--- src/sv/dss_pkg.sv ---
package dss_pkg;

  localparam int DEF_NUM_STEPS  = 16;
  localparam int DEF_ALT_STEPS  = 12;
  localparam int DEF_NUM_VOICES = 8;

  localparam int CMD_QUEUE_DEPTH = 2;
  localparam int EV_QUEUE_DEPTH  = 4;

  localparam logic [23:0] PERIOD_RESET = 24'd133328;
  localparam logic [3:0]  VOICE_CHAN_RESET = 4'd9;
  localparam logic [6:0]  VOICE_NOTE_RESET = 7'd80;
  localparam logic [6:0]  VOICE_VEL_RESET  = 7'd127;

  localparam logic [2:0] OP_TICK    = 3'd0;
  localparam logic [2:0] OP_PATTERN = 3'd1;
  localparam logic [2:0] OP_VOICE   = 3'd2;
  localparam logic [2:0] OP_RUN     = 3'd3;
  localparam logic [2:0] OP_SYNC    = 3'd4;

  localparam logic [1:0] REG_STEP_PERIOD = 2'd0;
  localparam logic [1:0] REG_LOOP_SELECT = 2'd1;
  localparam logic [1:0] REG_SYNC_ARMED  = 2'd2;

  typedef enum logic [2:0] {
    CMD_TICK,
    CMD_PATTERN,
    CMD_VOICE,
    CMD_RUN_ON,
    CMD_RUN_OFF,
    CMD_SYNC
  } cmd_kind_t;

  typedef struct packed {
    cmd_kind_t   kind;
    logic [3:0]  step_index;
    logic [7:0]  hit_mask;
    logic [2:0]  voice_index;
    logic        voice_on;
    logic [3:0]  voice_channel;
    logic [6:0]  voice_note;
    logic [6:0]  voice_velocity;
  } cmd_t;

  typedef struct packed {
    logic        event_on;
    logic [3:0]  channel;
    logic [6:0]  note;
    logic [6:0]  velocity;
    logic [3:0]  step_now;
    logic        last;
  } event_t;

  typedef struct packed {
    logic [23:0] step_period;
    logic        loop_select;
    logic        sync_armed;
  } cfg_t;

  typedef enum logic [1:0] {
    ST_IDLE,
    ST_ADVANCE,
    ST_SCAN
  } state_t;

endpackage

--- src/sv/dss_fifo.sv ---
module dss_fifo
  import dss_pkg::*;
#(
  parameter int WIDTH = 8,
  parameter int DEPTH = 2
) (
  input  logic             clk,
  input  logic             rst,
  input  logic             push,
  input  logic [WIDTH-1:0] wdata,
  input  logic             pop,
  output logic [WIDTH-1:0] rdata,
  output logic             empty,
  output logic             full
);

  localparam int AW = (DEPTH > 1) ? $clog2(DEPTH) : 1;
  localparam int CW = $clog2(DEPTH + 1);

  logic [WIDTH-1:0] mem [DEPTH];
  logic [AW-1:0]    wr_ptr;
  logic [AW-1:0]    rd_ptr;
  logic [CW-1:0]    count;
  logic             do_push;
  logic             do_pop;

  assign empty   = (count == '0);
  assign full    = (count == CW'(DEPTH));
  assign do_push = push && !full;
  assign do_pop  = pop && !empty;
  assign rdata   = mem[rd_ptr];

  always_ff @(posedge clk) begin
    if (do_push) begin
      mem[wr_ptr] <= wdata;
    end
  end

  always_ff @(posedge clk) begin
    if (rst) begin
      wr_ptr <= '0;
      rd_ptr <= '0;
      count  <= '0;
    end else begin
      if (do_push) begin
        wr_ptr <= (wr_ptr == AW'(DEPTH - 1)) ? '0 : wr_ptr + 1'b1;
      end
      if (do_pop) begin
        rd_ptr <= (rd_ptr == AW'(DEPTH - 1)) ? '0 : rd_ptr + 1'b1;
      end
      if (do_push && !do_pop) begin
        count <= count + 1'b1;
      end else if (do_pop && !do_push) begin
        count <= count - 1'b1;
      end
    end
  end

endmodule

--- src/sv/dss_front.sv ---
module dss_front
  import dss_pkg::*;
#(
  parameter int NUM_STEPS  = DEF_NUM_STEPS,
  parameter int NUM_VOICES = DEF_NUM_VOICES
) (
  input  logic       clk,
  input  logic       rst,
  input  cfg_t       cfg,
  input  logic       push,
  output logic       full,
  input  logic [2:0] op,
  input  logic [3:0] step_index,
  input  logic [7:0] hit_mask,
  input  logic [2:0] voice_index,
  input  logic       voice_on,
  input  logic [3:0] voice_channel,
  input  logic [6:0] voice_note,
  input  logic [6:0] voice_velocity,
  input  logic       run_enable,
  input  logic       cmd_pop,
  output logic       cmd_valid,
  output cmd_t       cmd
);

  cmd_t                  cmd_in;
  logic                  keep;
  logic                  q_empty;
  logic [$bits(cmd_t)-1:0] q_rdata;

  always_comb begin
    cmd_in.kind           = CMD_TICK;
    cmd_in.step_index     = step_index;
    cmd_in.hit_mask       = hit_mask;
    cmd_in.voice_index    = voice_index;
    cmd_in.voice_on       = voice_on;
    cmd_in.voice_channel  = voice_channel;
    cmd_in.voice_note     = voice_note;
    cmd_in.voice_velocity = voice_velocity;
    keep = 1'b0;
    case (op)
      OP_TICK: begin
        cmd_in.kind = CMD_TICK;
        keep = 1'b1;
      end
      OP_PATTERN: begin
        cmd_in.kind = CMD_PATTERN;
        keep = (int'(step_index) < NUM_STEPS);
      end
      OP_VOICE: begin
        cmd_in.kind = CMD_VOICE;
        keep = (int'(voice_index) < NUM_VOICES);
      end
      OP_RUN: begin
        cmd_in.kind = run_enable ? CMD_RUN_ON : CMD_RUN_OFF;
        keep = 1'b1;
      end
      OP_SYNC: begin
        cmd_in.kind = CMD_SYNC;
        keep = cfg.sync_armed;
      end
      default: begin
        keep = 1'b0;
      end
    endcase
  end

  dss_fifo #(
    .WIDTH ($bits(cmd_t)),
    .DEPTH (CMD_QUEUE_DEPTH)
  ) u_cmd_q (
    .clk   (clk),
    .rst   (rst),
    .push  (push && keep),
    .wdata (cmd_in),
    .pop   (cmd_pop),
    .rdata (q_rdata),
    .empty (q_empty),
    .full  (full)
  );

  assign cmd_valid = !q_empty;
  assign cmd       = cmd_t'(q_rdata);

endmodule

--- src/sv/dss_back.sv ---
module dss_back
  import dss_pkg::*;
#(
  parameter int NUM_STEPS  = DEF_NUM_STEPS,
  parameter int ALT_STEPS  = DEF_ALT_STEPS,
  parameter int NUM_VOICES = DEF_NUM_VOICES
) (
  input  logic   clk,
  input  logic   rst,
  input  cfg_t   cfg,
  input  logic   cmd_valid,
  input  cmd_t   cmd,
  output logic   cmd_pop,
  input  logic   ev_full,
  output logic   ev_push,
  output event_t ev
);

  localparam int NV       = NUM_VOICES;
  localparam int SW       = $clog2(NUM_STEPS);
  localparam int VW       = (NV > 1) ? $clog2(NV) : 1;
  localparam int PS_DEPTH = (NUM_STEPS < 16) ? NUM_STEPS : 16;
  localparam int PSW      = $clog2(PS_DEPTH);
  localparam int ALT_LEN  = (ALT_STEPS > NUM_STEPS) ? NUM_STEPS : ALT_STEPS;
  localparam logic [SW:0] LEN_FULL = (SW + 1)'(NUM_STEPS);
  localparam logic [SW:0] LEN_ALT  = (SW + 1)'(ALT_LEN);

  state_t        state;
  state_t        state_next;
  logic [SW-1:0] cur;
  logic          running;
  logic [23:0]   countdown;
  logic [NV-1:0] pat [PS_DEPTH];
  logic [NV-1:0] v_on;
  logic [3:0]    v_chan [NV];
  logic [6:0]    v_note [NV];
  logic [6:0]    v_vel  [NV];
  logic [NV-1:0] off_mask;
  logic [NV-1:0] on_mask;
  logic [VW-1:0] vi;
  logic          half;

  logic [SW:0]   len;
  logic [SW:0]   step_inc;
  logic [SW-1:0] step_fire;
  logic [NV-1:0] hits_cur;
  logic          fire;
  logic          adv_zero;
  logic          scan_bit;
  logic          scan_go;
  logic [NV-1:0] off_clr;
  logic [NV-1:0] on_clr;
  logic          rest_zero;

  assign len       = cfg.loop_select ? LEN_ALT : LEN_FULL;
  assign step_inc  = (SW + 1)'(cur) + 1'b1;
  assign step_fire = (step_inc >= len) ? '0 : step_inc[SW-1:0];
  assign hits_cur  = (int'(cur) < PS_DEPTH) ? pat[cur[PSW-1:0]] : '0;
  assign fire      = cmd_pop && (cmd.kind == CMD_TICK) && running && (countdown <= 24'd1);
  assign adv_zero  = ((hits_cur & v_on) | off_mask) == '0;
  assign scan_bit  = half ? on_mask[vi] : off_mask[vi];
  assign scan_go   = !(scan_bit && ev_full);
  assign off_clr   = half ? off_mask : (off_mask & ~(NV'(1) << vi));
  assign on_clr    = half ? (on_mask & ~(NV'(1) << vi)) : on_mask;
  assign rest_zero = (off_clr | on_clr) == '0;

  always_comb begin
    state_next = state;
    case (state)
      ST_IDLE: begin
        if (fire) begin
          state_next = ST_ADVANCE;
        end else if (cmd_pop && (cmd.kind == CMD_RUN_OFF)) begin
          state_next = ST_SCAN;
        end
      end
      ST_ADVANCE: begin
        state_next = adv_zero ? ST_IDLE : ST_SCAN;
      end
      ST_SCAN: begin
        if (scan_go && rest_zero) begin
          state_next = ST_IDLE;
        end
      end
      default: begin
        state_next = ST_IDLE;
      end
    endcase
  end

  always_comb begin
    cmd_pop     = (state == ST_IDLE) && cmd_valid;
    ev_push     = (state == ST_SCAN) && scan_bit && !ev_full;
    ev.event_on = half;
    ev.channel  = v_chan[vi];
    ev.note     = v_note[vi];
    ev.velocity = half ? v_vel[vi] : 7'd0;
    ev.step_now = 4'(cur);
    ev.last     = rest_zero;
  end

  always_ff @(posedge clk) begin
    if (rst) begin
      state     <= ST_IDLE;
      cur       <= SW'(NUM_STEPS - 1);
      running   <= 1'b0;
      countdown <= 24'd1;
      off_mask  <= '0;
      on_mask   <= '0;
      vi        <= '0;
      half      <= 1'b0;
      v_on      <= '0;
      for (int i = 0; i < PS_DEPTH; i++) begin
        pat[i] <= '0;
      end
      for (int i = 0; i < NV; i++) begin
        v_chan[i] <= VOICE_CHAN_RESET;
        v_note[i] <= VOICE_NOTE_RESET;
        v_vel[i]  <= VOICE_VEL_RESET;
      end
    end else begin
      state <= state_next;
      case (state)
        ST_IDLE: begin
          if (cmd_pop) begin
            case (cmd.kind)
              CMD_TICK: begin
                if (running) begin
                  if (countdown <= 24'd1) begin
                    countdown <= (cfg.step_period == '0) ? 24'd1 : cfg.step_period;
                    off_mask  <= hits_cur & v_on;
                    cur       <= step_fire;
                  end else begin
                    countdown <= countdown - 1'b1;
                  end
                end
              end
              CMD_PATTERN: begin
                pat[cmd.step_index[PSW-1:0]] <= cmd.hit_mask[NV-1:0];
              end
              CMD_VOICE: begin
                v_on[cmd.voice_index[VW-1:0]]   <= cmd.voice_on;
                v_chan[cmd.voice_index[VW-1:0]] <= cmd.voice_channel;
                v_note[cmd.voice_index[VW-1:0]] <= cmd.voice_note;
                v_vel[cmd.voice_index[VW-1:0]]  <= cmd.voice_velocity;
              end
              CMD_RUN_ON: begin
                running <= 1'b1;
              end
              CMD_RUN_OFF: begin
                running  <= 1'b0;
                off_mask <= '1;
                on_mask  <= '0;
                vi       <= '0;
                half     <= 1'b0;
              end
              CMD_SYNC: begin
                cur       <= SW'(len - 1'b1);
                countdown <= 24'd1;
                running   <= 1'b1;
              end
              default: begin
              end
            endcase
          end
        end
        ST_ADVANCE: begin
          on_mask <= hits_cur & v_on;
          vi      <= '0;
          half    <= 1'b0;
        end
        ST_SCAN: begin
          if (scan_go) begin
            off_mask <= off_clr;
            on_mask  <= on_clr;
            if (vi == VW'(NV - 1)) begin
              vi   <= '0;
              half <= 1'b1;
            end else begin
              vi <= vi + 1'b1;
            end
          end
        end
        default: begin
        end
      endcase
    end
  end

endmodule

--- src/sv/drum_step_sequencer_core.sv ---
// Drum pattern step sequencer. Items enter through a two-entry command queue; the engine
// behind it takes one command per cycle when it is idle. A tick that fires a step moves
// the engine to an advance state and, if a note-off or note-on is pending, on to a scan
// of up to 2 * NUM_VOICES voice slots, note-offs first; a run disable scans at most
// NUM_VOICES slots. The scan stalls on a pending slot while the four-entry event queue
// is full. Every other item is handled in the idle state. Reset clears the pattern store
// and resets the voice table at once, so the block accepts items right after reset.
module drum_step_sequencer_core
  import dss_pkg::*;
#(
  parameter int NUM_STEPS  = DEF_NUM_STEPS,
  parameter int ALT_STEPS  = DEF_ALT_STEPS,
  parameter int NUM_VOICES = DEF_NUM_VOICES
) (
  input  logic        clk,
  input  logic        rst,
  input  logic        cfg_we,
  input  logic [1:0]  cfg_index,
  input  logic [23:0] cfg_data,
  input  logic        push,
  output logic        full,
  input  logic [2:0]  op,
  input  logic [3:0]  step_index,
  input  logic [7:0]  hit_mask,
  input  logic [2:0]  voice_index,
  input  logic        voice_on,
  input  logic [3:0]  voice_channel,
  input  logic [6:0]  voice_note,
  input  logic [6:0]  voice_velocity,
  input  logic        run_enable,
  output logic        empty,
  input  logic        pop,
  output logic        event_on,
  output logic [3:0]  channel,
  output logic [6:0]  note,
  output logic [6:0]  velocity,
  output logic [3:0]  step_now,
  output logic        last
);

  cfg_t   cfg;
  logic   cmd_valid;
  cmd_t   cmd;
  logic   cmd_pop;
  logic   ev_full;
  logic   ev_push;
  event_t ev;
  event_t ev_out;
  logic [$bits(event_t)-1:0] ev_rdata;

  always_ff @(posedge clk) begin
    if (rst) begin
      cfg.step_period <= PERIOD_RESET;
      cfg.loop_select <= 1'b0;
      cfg.sync_armed  <= 1'b0;
    end else if (cfg_we) begin
      case (cfg_index)
        REG_STEP_PERIOD: cfg.step_period <= cfg_data;
        REG_LOOP_SELECT: cfg.loop_select <= cfg_data[0];
        REG_SYNC_ARMED:  cfg.sync_armed  <= cfg_data[0];
        default: begin
        end
      endcase
    end
  end

  dss_front #(
    .NUM_STEPS  (NUM_STEPS),
    .NUM_VOICES (NUM_VOICES)
  ) u_front (
    .clk            (clk),
    .rst            (rst),
    .cfg            (cfg),
    .push           (push),
    .full           (full),
    .op             (op),
    .step_index     (step_index),
    .hit_mask       (hit_mask),
    .voice_index    (voice_index),
    .voice_on       (voice_on),
    .voice_channel  (voice_channel),
    .voice_note     (voice_note),
    .voice_velocity (voice_velocity),
    .run_enable     (run_enable),
    .cmd_pop        (cmd_pop),
    .cmd_valid      (cmd_valid),
    .cmd            (cmd)
  );

  dss_back #(
    .NUM_STEPS  (NUM_STEPS),
    .ALT_STEPS  (ALT_STEPS),
    .NUM_VOICES (NUM_VOICES)
  ) u_back (
    .clk       (clk),
    .rst       (rst),
    .cfg       (cfg),
    .cmd_valid (cmd_valid),
    .cmd       (cmd),
    .cmd_pop   (cmd_pop),
    .ev_full   (ev_full),
    .ev_push   (ev_push),
    .ev        (ev)
  );

  dss_fifo #(
    .WIDTH ($bits(event_t)),
    .DEPTH (EV_QUEUE_DEPTH)
  ) u_ev_q (
    .clk   (clk),
    .rst   (rst),
    .push  (ev_push),
    .wdata (ev),
    .pop   (pop),
    .rdata (ev_rdata),
    .empty (empty),
    .full  (ev_full)
  );

  assign ev_out   = event_t'(ev_rdata);
  assign event_on = ev_out.event_on;
  assign channel  = ev_out.channel;
  assign note     = ev_out.note;
  assign velocity = ev_out.velocity;
  assign step_now = ev_out.step_now;
  assign last     = ev_out.last;

endmodule

--- config.mk ---
export PLATFORM = sky130hd
export DESIGN_NAME = drum_step_sequencer_core
export DESIGN_NICKNAME = d
export VERILOG_FILES = /design/src/sv/dss_pkg.sv /design/src/sv/dss_fifo.sv /design/src/sv/dss_front.sv /design/src/sv/dss_back.sv /design/src/sv/drum_step_sequencer_core.sv
export SDC_FILE = /design/constraint.sdc
export NUM_CORES = 1
export LEC_CHECK = 0
export ABC_AREA = 1
export BUFFER_PORTS_ARGS = -buffer_cell sky130_fd_sc_hd__buf_2
export CAP_MARGIN = 25
export CORE_AREA = 2 2 316 318
export CTS_BUF_LIST = sky130_fd_sc_hd__clkbuf_8
export CTS_CLUSTER_SIZE = 28
export DETAILED_ROUTE_END_ITERATION = 8
export DIE_AREA = 0 0 318 320
export SETUP_SLACK_MARGIN = 0.05
export SLEW_MARGIN = 20
export SYNTH_ARGS = -nofsm -noshare
export SYNTH_HDL_FRONTEND = slang
export SYNTH_SLANG_ARGS = --single-unit
--- constraint.sdc ---
create_clock -name clk -period 3.3 [get_ports clk]
set_input_delay 0.66 -clock clk [delete_from_list [all_inputs] [get_ports clk]]
set_output_delay 0.66 -clock clk [all_outputs]
set_load 0.01 [all_outputs]
**Word-level counts from Yosys, hierarchy flattened**

Memories as Yosys holds them, arrays and structs flattened. A register that Yosys moved wholly into a read port is not among the register bits.
Index checks and enable logic that the tools add are counted.

- Flip-flop bits (word level): 96
- Bits in latches: 0
- Memory bits (writable): 442
- Memory bits (read-only): 0
- Input bits: 69
- Output and inout port bits: 26
- Logic and storage cells: 234
- Memories: 6

- Add/subtract/negate cells: 12
- Multiply operators: 0
- Div/mod/pow operators: 0
- Magnitude comparators: 5
- Eq/ne operators: 29
- Shift-type cells: 1
- Muxes and demuxes: 97
- Bitwise operators: 6
- Reductions and logical operators: 60

Memories:

| memory | depth | bits a word | rd ports | clocked after Yosys merged registers in | write ports | RTL line | RTL |
|---|---|---|---|---|---|---|---|
| u_back.pat | 16 | 8 | 1 | 1 | 16 | dss_back.sv:33 | `logic [NV-1:0] pat [PS_DEPTH];` |
| u_ev_q.mem | 4 | 24 | 1 | 1 | 1 | dss_fifo.sv:20 | `logic [WIDTH-1:0] mem [DEPTH];` |
| u_front.u_cmd_q.mem | 2 | 37 | 1 | 1 | 1 | dss_fifo.sv:20 |  |
| u_back.v_note | 8 | 7 | 1 | 1 | 8 | dss_back.sv:36 | `logic [6:0] v_note [NV];` |
| u_back.v_vel | 8 | 7 | 1 | 1 | 8 | dss_back.sv:37 | `logic [6:0] v_vel [NV];` |
| u_back.v_chan | 8 | 4 | 1 | 1 | 8 | dss_back.sv:35 | `logic [3:0] v_chan [NV];` |

Operators with widths:

| cell | count |
|---|---|
| 8-bit two-way mux | 10 |
| 24-bit two-way mux | 3 |
| 3-bit two-way mux | 16 |
| 24-bit one-hot mux with 2 select lines | 1 |
| 1-bit two-way mux | 32 |
| 8-bit one-hot mux with 2 select lines | 2 |
| 4-bit two-way mux | 7 |
| 8-bit AND | 3 |
| 24-bit by 1-bit less-or-equal comparator with 1-bit output, second input constant | 1 |
| 24-bit zero test | 1 |
| 8-bit one-hot mux with 3 select lines | 1 |
| 24-bit by 1-bit subtractor with 24-bit output, second input constant | 1 |
| 7-bit two-way mux | 3 |
| 2-bit two-way mux | 10 |
| 1-bit logical AND | 19 |
| 8-bit zero test | 2 |
| 8-bit bitwise OR | 2 |
| 3-bit == test, second input constant | 5 |
| 7-bit OR reduction | 2 |
| 3-bit by 2-bit == test with 1-bit output, second input constant | 4 |
| 3-bit one-hot mux with 4 select lines | 1 |
| 2-bit == test, second input constant | 5 |
| 5-bit AND reduction | 2 |
| 2-bit nonzero test | 5 |
| 39 further kinds | 72 |

**Longest topological paths before layout**

- Word-level depth: 10
- Depth in mapped cells: 17

**Cells and area by module**

Synthesis repeated with hierarchy kept, for this count alone.

- Cell total of the unflattened synthesis: 2553
- Area total of the unflattened synthesis: 25220.4 µm²

By module, submodules not included:

| module | times used | cells each | area each (µm²) |
|---|---|---|---|
| dss_back | 1 | 1915 | 16681.0 |
| dss_fifo at u_ev_q | 1 | 303 | 4230.3 |
| dss_fifo at u_front.u_cmd_q | 1 | 152 | 3072.9 |
| drum_step_sequencer_core | 1 | 164 | 1157.4 |
| dss_front | 1 | 19 | 78.8 |

**Least setup slack after synthesis**

Ideal clock, no wire load.

- Kind: input to register
- From: input op[0]
- To: memory u_front.u_cmd_q.mem[1][0] (netlist bit) (enable)
- Arrival: 2854 ps
- Required time: 2867 ps
- Setup slack: 13 ps
- Stages on the path: 7
- Buffers on the path: 0
- Cells stage by stage: inv_1 nand3_1 o21ai_0 nand2_1 nor2_1 inv_1 nor2_1

- Longest elaborated chain between the ends: 7

Ends and longest elaborated chain:

| item | RTL line | RTL |
|---|---|---|
| start: declaration | drum_step_sequencer_core.sv:22 | `input logic [2:0] op,` |
| 3-bit by 1-bit == test with 1-bit output, or another cell as far along | dss_front.sv:41 | `case (op)` |
| 4-bit OR reduction (no line) | n/a |  |
| 1-bit one-hot mux with 2 select lines (*) | dss_front.sv:41 |  |
| 1-bit logical AND (*) | dss_front.sv:74 | `.push (push && keep),` |
| 1-bit logical AND (*) | dss_fifo.sv:29 | `assign do_push = push && !full;` |
| net u_front.u_cmd_q.do_push | dss_fifo.sv:24 | `logic do_push;` |
| 1-bit two-way mux (*) | dss_fifo.sv:34 | `if (do_push) begin` |
| 1-bit two-way mux (implied by the code) (*) | dss_fifo.sv:35 | `mem[wr_ptr] <= wdata;` |
| end: declaration | dss_fifo.sv:20 |  |

The timed path passes the listed nets; every way through them passes the cells marked *.

==> reports/results.tsv <==
metric	value	unit
p_sw	7.43	mW
pwr_density_cell	716	nW/um2
critPathKind	flip-flop to primary output	
h-tree-depth	3	
drt_iter0_drc	1330	
cts_max_path_buffers	3	
grt_pass1_vias	16900	
synth_area	24400	um2
postCtsSetupBuffers	0	
routed_wl	63000	um
status	completed	
io_buffers	94	
clkPwrFrac	0.293	
die_height	320	um
synth-seq-cells	548	
drive_above_1_share	0.140	
place_hpwl	41500	um
cts_root_buffer	clkbuf_8	
internal-power	12.8	mW
synth_xor_area_frac	0.00826	
avgViaCountPerCell	4.47	
path_clk_slew	0.06	ns
period_share	0.882	
hold_buffers	0	
firstDrtPassIters	5	
core_area	98000	um2
synth.largest_area_cell	edfxtp_1	
yosys-top-cells-area	edfxtp_1 54%, dfxtp_1 8.7%, nor2_1 8.0%	
crit_path_max_incr_delay	0.42	ns
area_delta_synth_final	16.0	%
synth_cell_type_count	49	
antenna_cells	0	
gp_congestion	0.852	
clk_latency	0.71	ns
fmax	344	MHz
startpoint_type	flip-flop	
tritoncts	done	
synth.avg_cell_area	9.91	um2
synth_top_area_frac	0.544	
syn-num-nets	2554	
hold_viol	0	
p_sw_frac	0.367	
ys_warn_count	0	
final_nets	2687	
slew_viol_final	0	
track_usage	0.120	
hp-class	input pin to flip-flop	
worst-slew-pin-transition	0.980	ns
crit_fanout	48	
max_cap_viol_count	0	
synthAdderAreaFrac	0.0126	
ff2ff_path_depth	16	
slew_headroom	0.328	
synth_edf_count	442	
fp.dieW	318	um
synth_compound_area_frac	0.0956	
rows	115	
start_util	0.249	
design.die.area	102000	um2
ctsResizeCount	0	
drc_errors	0	
arrival	2.25	ns
ir_drop	0.000344	V
ios	95	
dpl.cell_count	3784	
comb_power_share	0.291	
yosysSeqAreaShare	0.631	
cts_buffers	95	
p_leak	10.5	nW
synthSimpleGateAreaFrac	0.196	
crit_required	2.64	ns
async_flop_share	0	
min_delay_path_depth	1	
grt_pass1_wl	96300	um
cts.sinks	548	
final_antenna_net_count	0	
synth_most_common_cell	nor2_1	
fin_cells	3952	
clock_skew	0.0476	ns
rsz0062_at_grt	false	
setup-tns-final	0	ns
overflow	0	
muxShareOfSynthArea	0.0115	
synth_top_cells_by_count	522 x nor2_1, 442 x edfxtp_1, 421 x nand2_1, 247 x o21ai_0, 138 x inv_1	
crit_chain	inv_1 > buf_4 > o21ai_0 > o22ai_1 > buf_2	
seqPwrFrac	0.417	
end_kind	primary output	
wl_per_cell	15.9	um
grt_max_degree	73	
antenna_found_initial	6	
num_vias	17600	
syn_inst	2461	
synth_top_family_by_area	simple AND/OR/NAND/NOR gates	
synthFlopType	edfxtp_1	
crit_slowest_cell	buf_4	
period_minus_slack	2.91	ns
setup_viol	0	
sequential cells by signal (all words and copies together), names as in the netlist, 3 cells and up, named ones only:
signal,count
u_back.v_chan,32
u_ev_q.count,3
u_back.cur,4
cfg,26
u_back.on_mask,8
u_ev_q.mem,96
u_back.pat,128
u_back.vi,3
u_back.v_vel,56
u_back.off_mask,8
u_back.v_note,56
u_front.u_cmd_q.mem,74
u_back.countdown,24
u_back.v_on,8
worst max-delay path: cells and delay by family, from the launching register on:
family                 cells  cell delay (ns)
AO/OA/AOI/OAI              2             0.53
buffers and inverters      3             0.70
flip-flops                 1             0.31
path summary, 6_finish.rpt:
kind | startpoint | to | slack, ns
worst max-delay path | flip-flop | note[1] | 0.39
worst min-delay path | voice_channel[0] | u_front.u_cmd_q.mem[0][14] | 0.11
worst max register to register | u_back.vi[0] | u_ev_q.count[2] | 0.44
worst min register to register | u_front.u_cmd_q.rd_ptr | u_front.u_cmd_q.rd_ptr | 0.46
kinds of logic (layout without fill, tap and decap cells):
group | after synthesis | count (layout)
AOI/OAI and AO/OA | 425 | 425
and+or+nand+nor | 1142 | 1142
muxes | 28 | 28
buffers and inverters | 271 | 475
adders and majority gates | 24 | 24
xor gates and xnor gates | 23 | 23
DFF | 548 | 548
per-layer routing:
layer	GRT usage	up-vias	routed length (um)
li1	-	8659	-
met1	0.151	8353	26900
met2	0.205	514	30700
met3	0.0261	123	3720
met4	0.0381	0	1560
met5	0	-	0
through the flow:
step	worst slack, ns	instance area [um2]	utilization	hold WS (ns)	power, mW
after floorplan	0.583	24400	-	0.425	12.3
after global placement	0.512	26500	0.270	0.438	14.5
after detailed placement	0.523	26500	0.270	0.448	14.5
after CTS	0.281	28300	0.289	0.0253	20.5
after global routing	0.138	28300	0.289	0.0457	21.4
final	0.389	28300	0.289	0.113	20.3
power groups by stage:
stage	logic, mW	registers (mW)	clock network [mW]
3_5_place_dp	5.92	8.58	0
2_1_floorplan	3.87	8.41	0
4_1_cts	5.94	8.44	6.08
5_1_grt	6.52	8.49	6.39
6_report	5.89	8.44	5.92
3_3_place_gp	5.90	8.57	0
area by class of cell:
cell class,count,area [um2]
multi-input combinational,1642,7940
clock buffer,100,1380
clock inverter,68,438
fill,10200,69700
timing repair buffer,153,938
sequential,548,15400
tap,1287,1610
inverter,154,578
placed cells by master (no fill, tap or decap), types with 4 or more instances in the layout:
| cell type | instances |
|---|---|
| o21ai_2 | 4 |
| nor3_1 | 11 |
| buf_4 | 57 |
| inv_2 | 10 |
| a31oi_1 | 19 |
| nand2_2 | 14 |
| clkinv_1 | 24 |
| dfxtp_1 | 103 |
| nor2_2 | 33 |
| buf_2 | 94 |
| mux2i_1 | 25 |
| o211ai_1 | 20 |
| nand2_1 | 421 |
| nand3_1 | 98 |
| edfxtp_1 | 442 |
| nor3_4 | 4 |
| inv_1 | 167 |
| nor2_1 | 516 |
| nor4_1 | 8 |
| nor2_4 | 7 |
| clkinv_2 | 10 |
| nand2_4 | 8 |
| o21ai_0 | 247 |
| xor2_1 | 17 |
| ha_1 | 23 |
| a21oi_1 | 68 |
| nand4_1 | 8 |
| o21ai_1 | 5 |
| xnor2_1 | 6 |
| clkbuf_8 | 100 |
| o22ai_1 | 50 |
| or2_2 | 7 |
Power figures use the tool's default switching activity.
